==> config.mk <==
export PLATFORM = sky130hd
export DESIGN_NAME = extended_gcd
export DESIGN_NICKNAME = d
export VERILOG_FILES = /design/src/rtl/core/egcd_pkg.sv /design/src/rtl/core/extended_gcd.sv /design/src/rtl/core/egcd_datapath.sv /design/src/rtl/core/egcd_ctrl.sv
export VERILOG_INCLUDE_DIRS = /design/src /design/src/rtl/core
export SDC_FILE = /design/constraint.sdc
export NUM_CORES = 1
export LEC_CHECK = 0
export BUFFER_PORTS_ARGS = -buffer_cell sky130_fd_sc_hd__buf_4
export CAP_MARGIN = 20
export CORE_MARGIN = 8
export CORE_UTILIZATION = 60
export CTS_CLUSTER_SIZE = 24
export DETAILED_ROUTE_END_ITERATION = 16
export PLACE_DENSITY_LB_ADDON = 0.1
export SYNTH_ARGS = -nofsm -noshare
export SYNTH_HDL_FRONTEND = slang
export SYNTH_SLANG_ARGS = --single-unit
==> constraint.sdc <==
create_clock -name clk -period 6.11 [get_ports clk]
set_input_delay 0.3055 -clock clk [delete_from_list [all_inputs] [get_ports clk]]
set_output_delay 0.3055 -clock clk [all_outputs]
set_load 0.01 [all_outputs]
==> src/rtl/core/extended_gcd_macros.svh <==
// Assertion macros for the extended GCD RTL.
`ifndef EXTENDED_GCD_MACROS_SVH
`define EXTENDED_GCD_MACROS_SVH

// Same-cycle implication, disabled while reset is active.
`define EGCD_ASSERT_IMPLIES(label, clk, rst_n, ante, cons) \
    label: assert property (@(posedge clk) disable iff (!rst_n) (ante) |-> (cons)) \
        else $error("extended_gcd: same-cycle check failed");

// Next-cycle implication, disabled while reset is active.
`define EGCD_ASSERT_NEXT(label, clk, rst_n, ante, cons) \
    label: assert property (@(posedge clk) disable iff (!rst_n) (ante) |=> (cons)) \
        else $error("extended_gcd: next-cycle check failed");

`endif

==> src/rtl/core/egcd_pkg.sv <==
// Package with widths, sequencer states and control structs of the extended GCD block.
`timescale 1ns / 1ps

package egcd_pkg;

    localparam int DATA_WIDTH  = 32;
    localparam int OPND_W      = DATA_WIDTH - 1;
    localparam int COEF_W      = 32;
    localparam int STEP_LIMIT  = 2 * DATA_WIDTH;
    localparam int STEP_W      = $clog2(STEP_LIMIT + 1);
    localparam int BIT_W       = $clog2(OPND_W);
    localparam int IN_BITS     = 2 * OPND_W;
    localparam int IN_TDATA_W  = ((IN_BITS + 7) / 8) * 8;
    localparam int OUT_BITS    = OPND_W + 2 * COEF_W;
    localparam int OUT_TDATA_W = ((OUT_BITS + 7) / 8) * 8;

    typedef enum logic [2:0] {
        S_IDLE,
        S_CHECK,
        S_DIV,
        S_UPD,
        S_DONE
    } state_t;

    // Sequencer commands to the datapath
    typedef struct packed {
        logic load;
        logic div_init;
        logic div_step;
        logic update;
        logic finish;
    } ctrl_t;

    // Datapath status back to the sequencer
    typedef struct packed {
        logic small_zero;
    } stat_t;

endpackage

==> src/rtl/core/extended_gcd.sv <==
// Top level of the extended GCD block: stream ports, sequencer and datapath.
`timescale 1ns / 1ps
`include "extended_gcd_macros.svh"

//  channel   | direction | payload
//  ----------+-----------+------------------------------------------------
//  s_axis    | in        | first_value, second_value (31 b each)
//  m_axis    | out       | divisor (31 b), coeff_larger, coeff_smaller (32 b)
//
//  A request runs N Euclid steps (at most 44 for 31-bit operands, reached with
//  consecutive Fibonacci numbers), then returns to idle. A step is a check state,
//  a shift-subtract divide over the 31 dividend bits and a state to rotate values.
//  rst_n clears the sequencer and the output valid; payload registers are not reset.
//  s_axis_tready is high only when idle; a result waiting in the output register
//  lets one new request run, which then holds in its last state until m_axis_tready.

module extended_gcd
    import egcd_pkg::*;
(
    input  logic                   clk,
    input  logic                   rst_n,
    input  logic                   s_axis_tvalid,
    output logic                   s_axis_tready,
    // [30:0] first_value, [61:31] second_value, [63:62] zero
    input  logic [IN_TDATA_W-1:0]  s_axis_tdata,
    output logic                   m_axis_tvalid,
    input  logic                   m_axis_tready,
    // [30:0] divisor, [62:31] coeff_larger, [94:63] coeff_smaller, [95] zero
    output logic [OUT_TDATA_W-1:0] m_axis_tdata
);

    ctrl_t                    ctl;
    stat_t                    stat;
    logic [OPND_W-1:0]        first_value;
    logic [OPND_W-1:0]        second_value;
    logic [OPND_W-1:0]        divisor;
    logic signed [COEF_W-1:0] coeff_larger;
    logic signed [COEF_W-1:0] coeff_smaller;

    // unpack the request; padding bits are ignored
    assign first_value  = s_axis_tdata[OPND_W-1:0];
    assign second_value = s_axis_tdata[2*OPND_W-1:OPND_W];

    egcd_ctrl u_ctrl (
        .clk           (clk),
        .rst_n         (rst_n),
        .s_axis_tvalid (s_axis_tvalid),
        .s_axis_tready (s_axis_tready),
        .m_axis_tvalid (m_axis_tvalid),
        .m_axis_tready (m_axis_tready),
        .stat          (stat),
        .ctl           (ctl)
    );

    egcd_datapath u_datapath (
        .clk           (clk),
        .first_value   (first_value),
        .second_value  (second_value),
        .ctl           (ctl),
        .stat          (stat),
        .divisor       (divisor),
        .coeff_larger  (coeff_larger),
        .coeff_smaller (coeff_smaller)
    );

    // pack the result, zero-fill to whole bytes
    assign m_axis_tdata = {{(OUT_TDATA_W - OUT_BITS){1'b0}},
                           coeff_smaller, coeff_larger, divisor};

    // accepting a request makes the block busy on the next cycle
    `EGCD_ASSERT_NEXT(a_busy_after_accept, clk, rst_n, s_axis_tvalid && s_axis_tready, !s_axis_tready)
    // a quotient step is never taken with a zero divisor
    `EGCD_ASSERT_IMPLIES(a_update_nonzero, clk, rst_n, ctl.update, !stat.small_zero)
    // a zero divisor only comes from two zero operands: x = 1, y = 0
    `EGCD_ASSERT_IMPLIES(a_zero_gcd_coeffs, clk, rst_n, m_axis_tvalid && (divisor == '0), (coeff_larger == COEF_W'(1)) && (coeff_smaller == '0))
    // handing off a result frees the input side
    `EGCD_ASSERT_IMPLIES(a_ready_on_result, clk, rst_n, $rose(m_axis_tvalid), s_axis_tready)

endmodule

==> src/rtl/core/egcd_datapath.sv <==
// Datapath of the extended GCD: operand registers, shared shift-subtract divider, coefficients.
`timescale 1ns / 1ps

module egcd_datapath
    import egcd_pkg::*;
(
    input  logic                     clk,
    input  logic [OPND_W-1:0]        first_value,
    input  logic [OPND_W-1:0]        second_value,
    input  ctrl_t                    ctl,
    output stat_t                    stat,
    output logic [OPND_W-1:0]        divisor,
    output logic signed [COEF_W-1:0] coeff_larger,
    output logic signed [COEF_W-1:0] coeff_smaller
);

    logic [OPND_W-1:0] big_reg, big_next;
    logic [OPND_W-1:0] small_reg, small_next;
    logic [OPND_W-1:0] rem_reg, rem_next;
    logic [OPND_W-1:0] dvd_reg, dvd_next;
    logic [COEF_W-1:0] cx_cur_reg, cx_cur_next, cy_cur_reg, cy_cur_next;
    logic [COEF_W-1:0] cx_nxt_reg, cx_nxt_next, cy_nxt_reg, cy_nxt_next;
    logic [COEF_W-1:0] acc_x_reg, acc_x_next, acc_y_reg, acc_y_next;
    logic [OPND_W-1:0] res_div_reg, res_div_next;
    logic [COEF_W-1:0] res_cl_reg, res_cl_next, res_cs_reg, res_cs_next;

    logic [OPND_W:0]   trial;
    logic [OPND_W+1:0] diff;
    logic              qbit;

    // Shared restoring divide step: shift in the next dividend bit, try the subtract
    assign trial = {rem_reg, dvd_reg[OPND_W-1]};
    assign diff  = {1'b0, trial} - {2'b00, small_reg};
    assign qbit  = ~diff[OPND_W+1];

    always_comb
    begin
        big_next     = big_reg;
        small_next   = small_reg;
        rem_next     = rem_reg;
        dvd_next     = dvd_reg;
        cx_cur_next  = cx_cur_reg;
        cy_cur_next  = cy_cur_reg;
        cx_nxt_next  = cx_nxt_reg;
        cy_nxt_next  = cy_nxt_reg;
        acc_x_next   = acc_x_reg;
        acc_y_next   = acc_y_reg;
        res_div_next = res_div_reg;
        res_cl_next  = res_cl_reg;
        res_cs_next  = res_cs_reg;

        if (ctl.load)
        begin
            // order operands, larger first
            if (second_value > first_value)
            begin
                big_next   = second_value;
                small_next = first_value;
            end
            else
            begin
                big_next   = first_value;
                small_next = second_value;
            end
            cx_cur_next = COEF_W'(1);
            cy_cur_next = '0;
            cx_nxt_next = '0;
            cy_nxt_next = COEF_W'(1);
        end

        if (ctl.div_init)
        begin
            rem_next   = '0;
            dvd_next   = big_reg;
            acc_x_next = '0;
            acc_y_next = '0;
        end

        if (ctl.div_step)
        begin
            rem_next   = qbit ? diff[OPND_W-1:0] : trial[OPND_W-1:0];
            dvd_next   = {dvd_reg[OPND_W-2:0], 1'b0};
            // build quotient * next coefficient MSB first
            acc_x_next = {acc_x_reg[COEF_W-2:0], 1'b0} + (qbit ? cx_nxt_reg : '0);
            acc_y_next = {acc_y_reg[COEF_W-2:0], 1'b0} + (qbit ? cy_nxt_reg : '0);
        end

        if (ctl.update)
        begin
            big_next    = small_reg;
            small_next  = rem_reg;
            cx_cur_next = cx_nxt_reg;
            cy_cur_next = cy_nxt_reg;
            cx_nxt_next = cx_cur_reg - acc_x_reg;
            cy_nxt_next = cy_cur_reg - acc_y_reg;
        end

        if (ctl.finish)
        begin
            res_div_next = big_reg;
            res_cl_next  = cx_cur_reg;
            res_cs_next  = cy_cur_reg;
        end
    end

    always_ff @(posedge clk)
    begin
        big_reg     <= big_next;
        small_reg   <= small_next;
        rem_reg     <= rem_next;
        dvd_reg     <= dvd_next;
        cx_cur_reg  <= cx_cur_next;
        cy_cur_reg  <= cy_cur_next;
        cx_nxt_reg  <= cx_nxt_next;
        cy_nxt_reg  <= cy_nxt_next;
        acc_x_reg   <= acc_x_next;
        acc_y_reg   <= acc_y_next;
        res_div_reg <= res_div_next;
        res_cl_reg  <= res_cl_next;
        res_cs_reg  <= res_cs_next;
    end

    assign stat.small_zero = (small_reg == '0);
    assign divisor         = res_div_reg;
    assign coeff_larger    = res_cl_reg;
    assign coeff_smaller   = res_cs_reg;

endmodule

==> src/rtl/core/egcd_ctrl.sv <==
// Sequencer of the extended GCD: step and bit counters, handshakes, output valid.
`timescale 1ns / 1ps

module egcd_ctrl
    import egcd_pkg::*;
(
    input  logic  clk,
    input  logic  rst_n,
    input  logic  s_axis_tvalid,
    output logic  s_axis_tready,
    output logic  m_axis_tvalid,
    input  logic  m_axis_tready,
    input  stat_t stat,
    output ctrl_t ctl
);

    state_t            state_reg, state_next;
    logic [BIT_W-1:0]  bit_cnt_reg, bit_cnt_next;
    logic [STEP_W-1:0] step_cnt_reg, step_cnt_next;
    logic              out_valid_reg, out_valid_next;
    logic              stop;
    logic              out_free;
    logic              last_bit;

    assign stop     = stat.small_zero || (step_cnt_reg == STEP_W'(STEP_LIMIT));
    assign out_free = !out_valid_reg || m_axis_tready;
    assign last_bit = (bit_cnt_reg == BIT_W'(OPND_W - 1));

    // next state
    always_comb
    begin
        state_next = state_reg;
        case (state_reg)
            S_IDLE:
            begin
                if (s_axis_tvalid)
                begin
                    state_next = S_CHECK;
                end
            end
            S_CHECK:
            begin
                state_next = stop ? S_DONE : S_DIV;
            end
            S_DIV:
            begin
                if (last_bit)
                begin
                    state_next = S_UPD;
                end
            end
            S_UPD:
            begin
                state_next = S_CHECK;
            end
            S_DONE:
            begin
                if (out_free)
                begin
                    state_next = S_IDLE;
                end
            end
            default:
            begin
                state_next = S_IDLE;
            end
        endcase
    end

    // outputs
    always_comb
    begin
        s_axis_tready = 1'b0;
        ctl           = '0;
        case (state_reg)
            S_IDLE:
            begin
                s_axis_tready = 1'b1;
                ctl.load      = s_axis_tvalid;
            end
            S_CHECK:
            begin
                ctl.div_init = !stop;
            end
            S_DIV:
            begin
                ctl.div_step = 1'b1;
            end
            S_UPD:
            begin
                ctl.update = 1'b1;
            end
            S_DONE:
            begin
                ctl.finish = out_free;
            end
            default:
            begin
                s_axis_tready = 1'b0;
            end
        endcase
    end

    always_comb
    begin
        bit_cnt_next   = bit_cnt_reg;
        step_cnt_next  = step_cnt_reg;
        out_valid_next = out_valid_reg;
        if (ctl.div_init)
        begin
            bit_cnt_next = '0;
        end
        else if (ctl.div_step)
        begin
            bit_cnt_next = bit_cnt_reg + BIT_W'(1);
        end
        if (ctl.load)
        begin
            step_cnt_next = '0;
        end
        else if (ctl.update)
        begin
            step_cnt_next = step_cnt_reg + STEP_W'(1);
        end
        if (ctl.finish)
        begin
            out_valid_next = 1'b1;
        end
        else if (m_axis_tready)
        begin
            out_valid_next = 1'b0;
        end
    end

    always_ff @(posedge clk or negedge rst_n)
    begin
        if (!rst_n)
        begin
            state_reg     <= S_IDLE;
            bit_cnt_reg   <= '0;
            step_cnt_reg  <= '0;
            out_valid_reg <= 1'b0;
        end
        else
        begin
            state_reg     <= state_next;
            bit_cnt_reg   <= bit_cnt_next;
            step_cnt_reg  <= step_cnt_next;
            out_valid_reg <= out_valid_next;
        end
    end

    assign m_axis_tvalid = out_valid_reg;

endmodule
==> results.tsv <==
stage	metric	value	unit
run_status	status	complete, no violations	
worst_setup_path	Worst Reg-to-Reg Cells	23	
global_routing	number of global-route vias before repair	18499	
hold_path	HP Class	input port to flop	
global_routing	first-pass GRT wire length	95720	µm
sta	Final min period	5723	ps
clock_tree	root buffer cell	clkbuf_16	
power	pwr dens	641.6	nW/µm²
die	Starting Density	60.64	%
die	Site Rows	75	
worst_setup_path	worst-path cell chain	inv_1 -> ha_1 -> fa_1 -> nand2b_1 -> a21oi_1 -> o2111ai_1 -> a21oi_1 -> buf_4 -> a31oi_1 -> o21ai_4 -> buf_4 -> and2_1 -> ha_1 -> fa_1 -> a211oi_1 -> nor2_1 -> o21ai_1 -> a21oi_1 -> o31a_1 -> and4_1 -> nor3_1 -> xnor3_1 -> nor2_1	
logic_synthesis	Seq cells post-synth	427	
detailed_routing	vias after detailed routing	18735	
sta	Final Hold Vio Count	0	
logic_synthesis	Synth Warn #	0	
clock_tree	CTS Sinks	427	
worst_setup_path	critical path startpoint category	flop	
worst_setup_path	most used cell, CP	a21oi_1	
placement	gpl congestion	0.9239	
detailed_routing	vias per inst	6.045	
sta	hold slack	23.58	ps
detailed_routing	DRC	0	
logic_synthesis	Yosys cell types	70	
detailed_routing	TritonRoute pass-1 iters	7	
placement	HPWL after DPL	42110	µm
die	Die X	221.9	µm
sta	final period utilization	93.66	%
detailed_routing	antenna viol nets, final	0	
die	Die Span Y	221.9	µm
clock_tree	H-tree Lvls	2	
sta	clk_skew	19.66	ps
worst_setup_path	critical path peak fanout	13	
clock_tree	CTS max path bufs	3	
power	VDD IR max	454.4	µV
worst_setup_path	WS Path Type	flop to flop	
hold_path	min-delay src	s_axis_tvalid	
logic_synthesis	Primary FF master, synth	edfxtp_1	
clock_tree	CTS clk-pin slew, worst paths	70	ps
sta	setup TNS	0	ps
worst_setup_path	CP max-delay cell	a31oi_1	
sta	FMAX	174.7	MHz
worst_setup_path	RR Startpoint	u_datapath.dvd_reg[30]	
sta	actual slew at the worst max-slew pin	1060	ps
clock_tree	worst skew pair latency	570	ps
finish	share of layout cells above drive strength 1	11.09	%
detailed_routing	DR iter-0 viols	1326	
logic_synthesis	Synth area leaders	edfxtp_1, ha_1, nand2_1	
logic_synthesis	Synth Cell Area	25440	µm²
logic_synthesis	syn_area_per_cell	10.64	µm²
worst_setup_path	FF-to-FF End	u_datapath.acc_y_reg[31]	
die	I/O pin count	166	
logic_synthesis	syn_nets	2652	
clock_tree	buffer count from post-CTS setup fixing	0	
finish	Layout Area Growth over Synthesis	12.31	%
global_routing	Overall Global Routing Usage	23.43	%
logic_synthesis	number of synthesized flops with an enable pin	410	
finish	most frequent cells in the layout	edfxtp_1, nand2_1, ha_1	
hold_path	Hold Path Depth	3	
worst_setup_path	Worst EP arrival	6130	ps
logic_synthesis	top-area cell type share of the netlist area	48.40	%
detailed_routing	routed len/inst	19.25	µm
placement	port buffer count	162	
logic_synthesis	area leader, netlist	edfxtp_1	
global_routing	antenna violations before repair	0	
sta	RSZ-0062 raised after global routing	no	
hold_path	Worst Hold Path EP	u_ctrl.state_reg[0]	
worst_setup_path	flop2flop setup slack	390	ps
worst_setup_path	Largest stage delay, worst path	450	ps
finish	n_diodes	0	
logic_synthesis	Async SR Flop Fraction	3.747	%
logic_synthesis	cell count after synthesis	2391	
global_routing	largest net degree at the start of global routing	106	
die	die area	49240	µm²
run	number of max-cap violations	0	
sta	max_slew headroom	29.36	%
worst_setup_path	CP endpoint kind	flop	
finish	nets	2788	
logic_synthesis	sequential element share of the synthesized area	50.05	%
die	Core Area	41950	µm²
finish	most common cell after layout, fill and taps aside	edfxtp_1	
power	leakage power	0.01239	µW
global_routing	Overflow after GRT	0	
clock_tree	CTS tree	done	
clock_tree	CTS buffer count	45	
sta	Slew Limit Fails	0	
detailed_routing	drt total wl	59670	µm
worst_setup_path	WP data required	6520	ps
sta	setup violators final	0	
-- timing repair --
action	in CTS	in global routing
resized for setup	0	0
hold buffers	1	0
endpoints found under the hold margin	16	0
-- cell usage after synthesis (9+ instances only) --
cell type / number
xnor2_1: 61
o211ai_1: 10
o21a_1: 19
xor2_1: 60
and3_1: 97
mux2i_1: 73
edfxtp_1: 410
nor3_1: 32
buf_2: 9
o21ai_0: 131
o21bai_1: 22
buf_1: 10
a21o_1: 107
and2_1: 72
nand2b_1: 23
inv_1: 154
nor4_1: 10
dfrtp_1: 16
nor2b_1: 19
ha_1: 188
nand2_1: 220
a31oi_1: 13
nand4_1: 18
clkbuf_1: 74
a21oi_1: 153
nand3_1: 37
nor2_1: 172
a21boi_0: 10
a22o_1: 31
a211oi_1: 27
-- kinds of logic after synthesis --
group / Yosys count / share of synthesized area (%)
buf+inv: 248 / 3.718
compound gates: 594 / 15.40
mux: 73 / 2.872
other cells: 1 / 0.01474
flops: 427 / 50.05
simple gates: 732 / 13.96
fa+ha+maj: 193 / 9.640
xor+xnor: 123 / 4.343
-- power by group --
part / switching [µW] / internal [µW] / total (µW)
Combinational: 6080 / 4040 / 10100
Sequential: 689 / 4910 / 5600
Clock: 1140 / 1470 / 2610
Total: 7910 / 10400 / 18300
-- per-stage QoR --
| step | cells | setup WS, ps | cell area, µm² | power [µW] | utilization (%) |
|---|---|---|---|---|---|
| 3_5_place_dp | 3018 | 439.9 | 27190 | 15560 | 64.83 |
| 5_1_grt | 3099 | 68.32 | 28570 | 19650 | 68.11 |
| 2_1_floorplan | 2391 | 763.7 | 25440 | 13210 | - |
| 3_3_place_gp | 3018 | 523.9 | 27190 | 15250 | 64.83 |
| 4_1_cts | 3099 | 427.3 | 28570 | 18260 | 68.11 |
| 6_report | 3099 | 387.2 | 28570 | 18330 | 68.11 |
-- worst max-delay path: cells and delay by family, from the launching register on --
family	cells	cell delay [ps]
AO/OA/AOI/OAI	9	2330
XOR/XNOR	1	340
adder cells (fa/ha/maj)	4	1020
buffers and inverters	3	480
flip-flops	1	380
AND/OR/NAND/NOR	6	980
-- metal layers --
metal / part of all wire (%) / GRT usage [%]
met5: 0 / 0
met1: 45 / 31.33
met3: 5.8 / 3.518
met2: 46 / 38.79
met4: 2.9 / 7.997
-- final cells by class --
cell class                 count  area, µm²
clock inverter                23      162.7
multi-input combinational   1716      11820
sequential                   427      12730
inverter                     154      578.1
clock buffer                  57       1201
timing repair buffer         183       1401
fill                        3153      13380
tap                          539      674.4
-- worst max path at each step --
stage | slack (ps) | start | endpoint | depth (start not counted)
after floorplan | 760 | u_datapath.small_reg[0] | u_datapath.acc_x_reg[28] | 21
after global placement | 520 | u_datapath.rem_reg[4] | u_datapath.acc_y_reg[31] | 21
after detailed placement | 440 | u_datapath.small_reg[0] | u_datapath.acc_x_reg[30] | 20
after CTS | 430 | u_datapath.dvd_reg[30] | u_datapath.acc_y_reg[31] | 23
after global routing | 70 | u_datapath.small_reg[0] | u_datapath.acc_x_reg[30] | 20
final | 390 | u_datapath.dvd_reg[30] | u_datapath.acc_y_reg[31] | 23
No activity file was read; power rests on OpenSTA's default activity.
